$ cat config.mk
export PLATFORM = sky130hd
export DESIGN_NAME = grid_local_peak_detector
export DESIGN_NICKNAME = d
export VERILOG_FILES = /design/src/design/glpd_pkg.sv /design/src/design/glpd_front.sv /design/src/design/glpd_queue.sv /design/src/design/glpd_back.sv /design/src/design/grid_local_peak_detector.sv
export SDC_FILE = /design/constraint.sdc
export NUM_CORES = 2
export LEC_CHECK = 0
export ABC_CLOCK_PERIOD_IN_PS = 8400
export BUFFER_PORTS_ARGS = -buffer_cell sky130_fd_sc_hd__buf_2
export CAP_MARGIN = 20
export CORE_ASPECT_RATIO = 1.25
export CORE_MARGIN = 1
export CORE_UTILIZATION = 57
export CTS_CLUSTER_DIAMETER = 80
export CTS_CLUSTER_SIZE = 28
export DETAILED_ROUTE_END_ITERATION = 12
export PLACE_DENSITY_LB_ADDON = 0.1
export SLEW_MARGIN = 30
export SYNTH_ARGS = -nofsm -noshare
export SYNTH_HDL_FRONTEND = slang
export SYNTH_SLANG_ARGS = --single-unit
$ cat constraint.sdc
create_clock -name clk -period 8.4 [get_ports clk]
set_input_delay 2.52 -clock clk [delete_from_list [all_inputs] [get_ports clk]]
set_output_delay 2.52 -clock clk [all_outputs]
set_load 0.02 [all_outputs]
$ cat src/design/glpd_pkg.sv
// ----------------------------------------------------------------------------
// glpd_pkg: shared types and constants for the grid local peak detector
// Register codes, result coordinate width, the queue entry that carries the
// decisions for one pixel, and the queue status bundle.
// ----------------------------------------------------------------------------
package glpd_pkg;

  localparam int CFG_IDX_W    = 2;
  localparam int CFG_DATA_W   = 6;
  localparam int CFG_SIZE_RST = 32;

  localparam int PEAK_W = 5;

  localparam int QUEUE_DEPTH = 4;
  localparam int QPTR_W      = $clog2(QUEUE_DEPTH);
  localparam int QCNT_W      = $clog2(QUEUE_DEPTH + 1);

  typedef enum logic [CFG_IDX_W-1:0] {
    REG_GRID_ROWS = 2'd0,
    REG_GRID_COLS = 2'd1
  } cfg_reg_t;

  // Hit bits of one pixel, in the order the results leave the block
  localparam int HITS_W   = 3;
  localparam int HIT_UP   = 0;  // cell above the pixel
  localparam int HIT_LEFT = 1;  // cell left of the pixel, last row only
  localparam int HIT_SELF = 2;  // the final pixel of the grid

  typedef struct packed {
    logic [PEAK_W-1:0] row;
    logic [PEAK_W-1:0] col;
    logic [HITS_W-1:0] hits;
  } peak_ent_t;

  typedef struct packed {
    logic full;
    logic empty;
  } q_stat_t;

endpackage

$ cat src/design/glpd_front.sv
// ----------------------------------------------------------------------------
// glpd_front: pixel intake and peak classification
// Holds the grid size, the raster position and two line stores. Each accepted
// pixel is compared against its stored neighbors in the cycle it is accepted;
// pixels that decide at least one peak push one entry into the queue.
// ----------------------------------------------------------------------------
module glpd_front #(
  parameter int MAX_ROWS    = 32,
  parameter int MAX_COLS    = 32,
  parameter int VALUE_WIDTH = 16
) (
  input  logic                              clk,
  input  logic                              rst_n,
  input  logic                              in_valid,
  output logic                              in_ready,
  input  logic signed [VALUE_WIDTH-1:0]     in_height,
  input  logic                              cfg_valid,
  input  logic [glpd_pkg::CFG_IDX_W-1:0]    cfg_index,
  input  logic [glpd_pkg::CFG_DATA_W-1:0]   cfg_data,
  input  glpd_pkg::q_stat_t                 q_stat,
  output logic                              q_push,
  output glpd_pkg::peak_ent_t               q_ent
);
  import glpd_pkg::*;

  localparam int RW = $clog2(MAX_ROWS);
  localparam int CW = $clog2(MAX_COLS);
  localparam int ROWS_RST_LAST = (CFG_SIZE_RST > MAX_ROWS) ? MAX_ROWS - 1 : CFG_SIZE_RST - 1;
  localparam int COLS_RST_LAST = (CFG_SIZE_RST > MAX_COLS) ? MAX_COLS - 1 : CFG_SIZE_RST - 1;

  logic [RW-1:0] rows_last_r;
  logic [CW-1:0] cols_last_r;
  logic [RW-1:0] row_r, row_nxt;
  logic [CW-1:0] col_r, col_nxt;

  // line1 holds the most recent value of each column, line2 the one before
  logic signed [VALUE_WIDTH-1:0] line1_mem [MAX_COLS];
  logic signed [VALUE_WIDTH-1:0] line2_mem [MAX_COLS];

  logic signed [VALUE_WIDTH-1:0] up1_r;     // row-1, this column
  logic signed [VALUE_WIDTH-1:0] right_r;   // row-1, next column
  logic signed [VALUE_WIDTH-1:0] up2_r;     // row-2, this column
  logic signed [VALUE_WIDTH-1:0] left_r;    // row-1, previous column
  logic signed [VALUE_WIDTH-1:0] prev_x_r;  // this row, previous column
  logic signed [VALUE_WIDTH-1:0] prev2_x_r; // this row, two columns back

  logic          accept;
  logic          cfg_hit;
  logic          last_row, last_col;
  logic          r_ge1, r_ge2, c_ge1, c_ge2;
  logic [CW-1:0] rd_addr_right;
  logic [RW-1:0] rows_cfg_last;
  logic [CW-1:0] cols_cfg_last;
  logic [HITS_W-1:0] hits;

  assign in_ready = !q_stat.full;
  assign accept   = in_valid && in_ready;
  assign cfg_hit  = cfg_valid && (cfg_index == REG_GRID_ROWS || cfg_index == REG_GRID_COLS);

  // Clamp a written size into 1..MAX and keep it as a last index
  always_comb begin
    if (cfg_data == '0) begin
      rows_cfg_last = '0;
      cols_cfg_last = '0;
    end else begin
      rows_cfg_last = (32'(cfg_data) > MAX_ROWS) ? RW'(MAX_ROWS - 1)
                                                 : RW'(cfg_data - CFG_DATA_W'(1));
      cols_cfg_last = (32'(cfg_data) > MAX_COLS) ? CW'(MAX_COLS - 1)
                                                 : CW'(cfg_data - CFG_DATA_W'(1));
    end
  end

  always_ff @(posedge clk) begin
    if (!rst_n) begin
      rows_last_r <= RW'(ROWS_RST_LAST);
      cols_last_r <= CW'(COLS_RST_LAST);
    end else if (cfg_valid) begin
      unique case (cfg_index)
        REG_GRID_ROWS: rows_last_r <= rows_cfg_last;
        REG_GRID_COLS: cols_last_r <= cols_cfg_last;
        default: ;
      endcase
    end
  end

  always_comb begin
    last_row = (row_r == rows_last_r);
    last_col = (col_r == cols_last_r);
    r_ge1    = (row_r != '0);
    r_ge2    = (row_r != '0) && (row_r != RW'(1));
    c_ge1    = (col_r != '0);
    c_ge2    = (col_r != '0) && (col_r != CW'(1));

    if (last_col) begin
      col_nxt = '0;
      row_nxt = last_row ? '0 : row_r + RW'(1);
    end else begin
      col_nxt = col_r + CW'(1);
      row_nxt = row_r;
    end
    rd_addr_right = col_nxt + CW'(1);

    hits = '0;
    hits[HIT_UP] = r_ge1 && (up1_r >= in_height)
                   && (!r_ge2 || up1_r >= up2_r)
                   && (!c_ge1 || up1_r >= left_r)
                   && (last_col || up1_r >= right_r);
    hits[HIT_LEFT] = last_row && c_ge1 && (prev_x_r >= in_height)
                     && (!r_ge1 || prev_x_r >= left_r)
                     && (!c_ge2 || prev_x_r >= prev2_x_r);
    hits[HIT_SELF] = last_row && last_col
                     && (!c_ge1 || in_height >= prev_x_r)
                     && (!r_ge1 || in_height >= up1_r);
  end

  assign q_push     = accept && (hits != '0);
  assign q_ent.row  = PEAK_W'(row_r);
  assign q_ent.col  = PEAK_W'(col_r);
  assign q_ent.hits = hits;

  always_ff @(posedge clk) begin
    if (!rst_n) begin
      row_r <= '0;
      col_r <= '0;
    end else if (cfg_hit) begin
      row_r <= '0;
      col_r <= '0;
    end else if (accept) begin
      row_r <= row_nxt;
      col_r <= col_nxt;
    end
  end

  // Line stores: write this column, prefetch the next pixel's neighbors,
  // forward the value being written when the addresses meet
  always_ff @(posedge clk) begin
    if (accept) begin
      line1_mem[col_r] <= in_height;
      line2_mem[col_r] <= up1_r;
      up1_r     <= (col_nxt == col_r) ? in_height : line1_mem[col_nxt];
      right_r   <= (rd_addr_right == col_r) ? in_height : line1_mem[rd_addr_right];
      up2_r     <= (col_nxt == col_r) ? up1_r : line2_mem[col_nxt];
      left_r    <= up1_r;
      prev2_x_r <= prev_x_r;
      prev_x_r  <= in_height;
    end
  end

endmodule

$ cat src/design/glpd_queue.sv
// ----------------------------------------------------------------------------
// glpd_queue: short decision queue
// Small first-in first-out store between intake and result issue, so that a
// pixel with several peaks does not stall the pixel stream at once.
// ----------------------------------------------------------------------------
module glpd_queue (
  input  logic                clk,
  input  logic                rst_n,
  input  logic                push,
  input  glpd_pkg::peak_ent_t push_ent,
  input  logic                pop,
  output glpd_pkg::peak_ent_t head,
  output glpd_pkg::q_stat_t   stat
);
  import glpd_pkg::*;

  peak_ent_t         ent_r [QUEUE_DEPTH];
  logic [QPTR_W-1:0] wr_ptr_r, rd_ptr_r;
  logic [QCNT_W-1:0] count_r, count_nxt;

  function automatic logic [QPTR_W-1:0] ptr_inc(input logic [QPTR_W-1:0] p);
    ptr_inc = (p == QPTR_W'(QUEUE_DEPTH - 1)) ? '0 : p + QPTR_W'(1);
  endfunction

  assign head       = ent_r[rd_ptr_r];
  assign stat.full  = (count_r == QCNT_W'(QUEUE_DEPTH));
  assign stat.empty = (count_r == '0);

  always_comb begin
    count_nxt = count_r;
    if (push && !pop) count_nxt = count_r + QCNT_W'(1);
    if (pop && !push) count_nxt = count_r - QCNT_W'(1);
  end

  always_ff @(posedge clk) begin
    if (!rst_n) begin
      wr_ptr_r <= '0;
      rd_ptr_r <= '0;
      count_r  <= '0;
    end else begin
      if (push) wr_ptr_r <= ptr_inc(wr_ptr_r);
      if (pop)  rd_ptr_r <= ptr_inc(rd_ptr_r);
      count_r <= count_nxt;
    end
  end

  always_ff @(posedge clk) begin
    if (push) ent_r[wr_ptr_r] <= push_ent;
  end

endmodule

$ cat src/design/glpd_back.sv
// ----------------------------------------------------------------------------
// glpd_back: result issue
// Expands the queue head into one result per hit bit, in raster order, and
// holds each result in the output register until it is taken.
// ----------------------------------------------------------------------------
module glpd_back (
  input  logic                          clk,
  input  logic                          rst_n,
  input  glpd_pkg::peak_ent_t           head,
  input  glpd_pkg::q_stat_t             q_stat,
  output logic                          q_pop,
  output logic                          out_valid,
  input  logic                          out_ready,
  output logic [glpd_pkg::PEAK_W-1:0]   out_peak_row,
  output logic [glpd_pkg::PEAK_W-1:0]   out_peak_col,
  output logic                          out_last_of_run
);
  import glpd_pkg::*;

  logic [HITS_W-1:0] done_r, done_nxt;
  logic [HITS_W-1:0] remain, hit_sel;
  logic              out_valid_r, out_valid_nxt;
  logic [PEAK_W-1:0] row_r, row_nxt, col_r, col_nxt;
  logic              last_r, last_nxt;
  logic              load, is_last;

  assign load   = !out_valid_r || out_ready;
  assign remain = head.hits & ~done_r;

  always_comb begin
    hit_sel = '0;
    row_nxt = row_r;
    col_nxt = col_r;
    priority if (remain[HIT_UP]) begin
      hit_sel[HIT_UP] = 1'b1;
      row_nxt = head.row - PEAK_W'(1);
      col_nxt = head.col;
    end else if (remain[HIT_LEFT]) begin
      hit_sel[HIT_LEFT] = 1'b1;
      row_nxt = head.row;
      col_nxt = head.col - PEAK_W'(1);
    end else begin
      hit_sel[HIT_SELF] = 1'b1;
      row_nxt = head.row;
      col_nxt = head.col;
    end
    is_last = ((remain & ~hit_sel) == '0);

    out_valid_nxt = out_valid_r;
    done_nxt      = done_r;
    last_nxt      = last_r;
    q_pop         = 1'b0;
    if (load) begin
      out_valid_nxt = !q_stat.empty;
      if (!q_stat.empty) begin
        last_nxt = is_last;
        // retire the entry with its final hit, else mark this hit issued
        if (is_last) begin
          q_pop    = 1'b1;
          done_nxt = '0;
        end else begin
          done_nxt = done_r | hit_sel;
        end
      end
    end
  end

  always_ff @(posedge clk) begin
    if (!rst_n) begin
      out_valid_r <= 1'b0;
      done_r      <= '0;
    end else begin
      out_valid_r <= out_valid_nxt;
      done_r      <= done_nxt;
    end
  end

  always_ff @(posedge clk) begin
    if (load && !q_stat.empty) begin
      row_r  <= row_nxt;
      col_r  <= col_nxt;
      last_r <= last_nxt;
    end
  end

  assign out_valid       = out_valid_r;
  assign out_peak_row    = row_r;
  assign out_peak_col    = col_r;
  assign out_last_of_run = last_r;

endmodule

$ cat src/design/grid_local_peak_detector.sv
// ----------------------------------------------------------------------------
// grid_local_peak_detector: four-neighbor local maximum finder on a grid
// Takes grid heights in raster order and reports the coordinates of every
// cell not below any of its in-grid up, down, left and right neighbors.
// ----------------------------------------------------------------------------
//  channel | direction | handshake             | payload
//  in      | input     | in_valid / in_ready   | in_height
//  out     | output    | out_valid / out_ready | out_peak_row, out_peak_col, out_last_of_run
//  cfg     | input     | cfg_valid / cfg_ready | cfg_index, cfg_data
//
//  One pixel per cycle while in_ready is high; its decisions are made in the
//  cycle it is accepted. Results leave the output register one per cycle
//  while out_ready is high, after its pixel's entry passes the queue;
//  a pixel with three results holds the output while a four-entry queue keeps
//  taking pixels. in_ready drops only while that queue is full. cfg_ready is
//  always high. Reset is synchronous; the line stores are not cleared.
// ----------------------------------------------------------------------------
module grid_local_peak_detector #(
  parameter int MAX_ROWS    = 32,
  parameter int MAX_COLS    = 32,
  parameter int VALUE_WIDTH = 16
) (
  input  logic                            clk,
  input  logic                            rst_n,
  input  logic                            in_valid,
  output logic                            in_ready,
  input  logic signed [VALUE_WIDTH-1:0]   in_height,
  output logic                            out_valid,
  input  logic                            out_ready,
  output logic [glpd_pkg::PEAK_W-1:0]     out_peak_row,
  output logic [glpd_pkg::PEAK_W-1:0]     out_peak_col,
  output logic                            out_last_of_run,
  input  logic                            cfg_valid,
  output logic                            cfg_ready,
  input  logic [glpd_pkg::CFG_IDX_W-1:0]  cfg_index,
  input  logic [glpd_pkg::CFG_DATA_W-1:0] cfg_data
);
  import glpd_pkg::*;

  peak_ent_t push_ent, head_ent;
  q_stat_t   q_stat;
  logic      q_push, q_pop;

  assign cfg_ready = 1'b1;

  glpd_front #(
    .MAX_ROWS    (MAX_ROWS),
    .MAX_COLS    (MAX_COLS),
    .VALUE_WIDTH (VALUE_WIDTH)
  ) u_front (
    .clk       (clk),
    .rst_n     (rst_n),
    .in_valid  (in_valid),
    .in_ready  (in_ready),
    .in_height (in_height),
    .cfg_valid (cfg_valid),
    .cfg_index (cfg_index),
    .cfg_data  (cfg_data),
    .q_stat    (q_stat),
    .q_push    (q_push),
    .q_ent     (push_ent)
  );

  glpd_queue u_queue (
    .clk      (clk),
    .rst_n    (rst_n),
    .push     (q_push),
    .push_ent (push_ent),
    .pop      (q_pop),
    .head     (head_ent),
    .stat     (q_stat)
  );

  glpd_back u_back (
    .clk             (clk),
    .rst_n           (rst_n),
    .head            (head_ent),
    .q_stat          (q_stat),
    .q_pop           (q_pop),
    .out_valid       (out_valid),
    .out_ready       (out_ready),
    .out_peak_row    (out_peak_row),
    .out_peak_col    (out_peak_col),
    .out_last_of_run (out_last_of_run)
  );

endmodule

==> results.sh <==
export IMPL_status="complete, no violations"
export IMPL_post_cts_resized=0
export IMPL_start_util=0.577
export IMPL_cts_setup_buffers=0
export IMPL_dieArea_sq_um=100000
export IMPL_dr_pass1_iters=7
export IMPL_synth_cell_types=80
export IMPL_worst_slew_pin_slew_ns=1.07
export IMPL_io_pins=43
export IMPL_overflow=0
export IMPL_required_ns=8.96
export IMPL_grtUsageTotal=0.370
export IMPL_hold_viol=0
export IMPL_grt_antenna_before_repair=9
export IMPL_drive_gt1_frac=0.0867
export IMPL_syn_avg_cell_area_sq_um=12.5
export IMPL_leakage_uw=0.0206
export IMPL_clk_pin_slew_worst_paths_ns=0.11
export IMPL_synth_top_area_share=0.630
export IMPL_worstSetupPathType="register to register"
export IMPL_wl_um=187000
export IMPL_final_nets=4579
export IMPL_synth_net_count=4664
export IMPL_vias_per_cell=7.09
export IMPL_max_freq_mhz=153
export IMPL_use_met2=0.572
export IMPL_vias=40700
export IMPL_clockRootBuffer="clkbuf_16"
export IMPL_yosys_warnings=0
export IMPL_dpl_hpwl_um=108000
export IMPL_netlist_top_cells_area="edfxtp_1, nand2_1, mux2i_1"
export IMPL_cp_max_fo=94
export IMPL_hold_buffers=0
export IMPL_antenna_left=0
export IMPL_clk_latency_ns=0.69
export IMPL_grt_setup_unrepaired="no"
export IMPL_clockBufferDepth=3
export IMPL_power_uw=11400
export IMPL_multi_input_area_sq_um=18700
export IMPL_fillCellCount=7579
export IMPL_h_tree_depth=2
export IMPL_arrival_ns=7.10
export IMPL_async_flop_share=0
export IMPL_synth_edf_count=1183
export IMPL_synth_most_common_cell="edfxtp_1"
export IMPL_startpoint_type="register"
export IMPL_min_period_ns=6.55
export IMPL_seq_area_sq_um=36200
export IMPL_grt_use_met1=0.492
export IMPL_end_kind="register"
export IMPL_drc=0
export IMPL_post_place_cells=5661
export IMPL_grtUsageMet3=0.0577
export IMPL_min_path_type="register to register"
export IMPL_grt_pass1_vias=39200
export IMPL_core_sq_um=97700
export IMPL_die_width_um=283
export IMPL_cts_buffers_inserted=52
export IMPL_skew_ns=0.0225
export IMPL_grt_start_max_net_pins=155
export IMPL_wl_per_cell_um=32.6
export IMPL_place_gp_congestion=0.948
export IMPL_initialDrtViolationCount=6556
export IMPL_final_cell_count_no_fill=5742
export IMPL_yosys_top_cells_count="edfxtp_1, nand2_1, a21oi_1"
export IMPL_drv_slew=0
export IMPL_slew_limit_headroom=0.289
export IMPL_area_delta_synth_final_pct=7.00
export IMPL_reg2regPathDepth=12
export IMPL_finalCritPeriodShare=0.780
export IMPL_setup_violations=0
export IMPL_rows=128
export IMPL_ys_ff_latch=1216
export IMPL_portBuffers=41
export IMPL_fin_setup_tns_ns=0
export IMPL_grt_pass1_wl_um=270000
export IMPL_cts_tree="done"
export IMPL_power_density_nw_per_um2=188
export IMPL_cap_violations=0
export IMPL_top_usage_layer="met2"
export IMPL_syn_inst=4504
export IMPL_yosysSeqAreaShare=0.642
export IMPL_die_h_um=354
export IMPL_synthesis_area_sq_um=56400
export IMPL_cts_num_sinks=1216
export IMPL_fin_util=0.618
export IMPL_synth_top_area_cell="edfxtp_1"
export IMPL_synthFlopType="edfxtp_1"
export IMPL_vdd_drop_max_mv=0.162
export IMPL_hold_depth=2
[layout make-up]
| cell class | count | share of cell area |
|---|---|---|
| Sequential cell | 1216 | 0.600 |
| Multi-Input combinational cell | 2849 | 0.309 |
| Timing Repair Buffer | 192 | 0.0310 |
| Tap cell | 1300 | 0.0270 |
| Clock buffer | 60 | 0.0224 |
| Inverter | 108 | 0.00705 |
| Clock inverter | 15 | 0.00355 |
| Antenna cell | 2 | 0.0000829 |
[critical path, stage by stage, from the launching register on]
cell      delay (ns)
dfxtp_1         0.95
xor2_1          0.25
or3_4           0.71
o21ai_4         0.22
buf_4           0.50
inv_8           0.34
ha_4            0.78
a211o_2         0.82
buf_4           0.58
o221ai_1        0.21
o311ai_0        0.62
a32oi_1         0.22
nand2_1         0.11
[cells in the final DEF, fill, tap and decap left out, types with 13 or more instances in the layout]
cell and instances:
dfxtp_1 31, nand4_1 22, buf_16 20, o311ai_0 16, clkbuf_16 53, o21ai_0 51
mux4_2 13, o41ai_1 15, a31oi_1 96, a211oi_1 103, a21oi_1 341, o221a_2 15
o2111ai_1 35, ha_1 129, a221oi_1 124, buf_2 41, xor2_1 17, edfxtp_1 1183
o211ai_1 79, nand2_1 827, nand3_1 47, a32oi_1 14, buf_4 120, nor2_4 32
a31o_2 16, or4_1 33, o21ai_1 17, o221ai_1 87, nor2_1 86, nor3_1 180
o32ai_1 18, mux2i_1 259, xnor2_1 14, a2bb2oi_1 28, inv_1 104
[registers in the layout (all words and copies together), names as in the netlist, named ones only]
signal	count
u_front.cols_last_r	5
u_back.out_peak_col	5
u_front.up1_r	16
u_queue.ent_r	52
u_front.line2_mem	512
u_queue.count_r	3
u_front.up2_r	16
u_back.done_r	3
u_front.prev_x_r	16
u_front.right_r	16
u_front.prev2_x_r	16
u_back.out_peak_row	5
u_queue.wr_ptr_r	2
u_front.rows_last_r	5
u_front.col_r	5
u_front.row_r	5
u_back.out_valid	1
u_back.out_last_of_run	1
u_queue.rd_ptr_r	2
u_front.left_r	16
u_front.line1_mem	512
[through the flow]
| step | instance area (sq um) | hold slack, ns | setup slack, ns |
|---|---|---|---|
| floorplan | 56400 | 0.426 | 0.181 |
| global placement | 58200 | 0.450 | 1.38 |
| detailed placement | 58700 | 0.464 | 1.30 |
| CTS | 60200 | 0.489 | 2.05 |
| global route | 60300 | 0.497 | 1.71 |
| finish | 60300 | 0.478 | 1.85 |
[where the power goes]
group / switching, uW / internal (uW)
Clock: 1880 / 1270
Combinational: 968 / 423
Sequential: 59.1 / 6760
[metal layers]
layer,routed length (um),vias to the layer above
met1,67200,19900
li1,-,17200
met5,27,-
met4,13300,4
met3,22000,596
met2,84700,3017
[worst paths after layout]
| kind | startpoint | end | slack (ns) |
|---|---|---|---|
| setup / recovery | u_front.col_r[3] | u_front.right_r[4] | 1.85 |
| hold / removal | u_back.done_r[1] | u_back.done_r[1] | 0.48 |
| setup reg to reg | u_front.col_r[3] | u_front.right_r[4] | 1.85 |
| hold reg to reg | u_back.done_r[1] | u_back.done_r[1] | 0.48 |
[cells by family (layout without fill, tap and decap cells)]
logic type | count (synthesis) | count (layout) | share of synthesized area
buffers and inverters | 439 | 375 | 0.0355
other | 1 | 3 | 0.0000665
adders and majority gates | 133 | 133 | 0.0296
DFF | 1216 | 1216 | 0.642
and+or+nand+nor | 1291 | 1291 | 0.0976
AOI/OAI and AO/OA | 1107 | 1107 | 0.137
xor gates and xnor gates | 37 | 37 | 0.00588
muxes | 280 | 280 | 0.0528
Note: power is estimated with default switching activity, not from simulation.
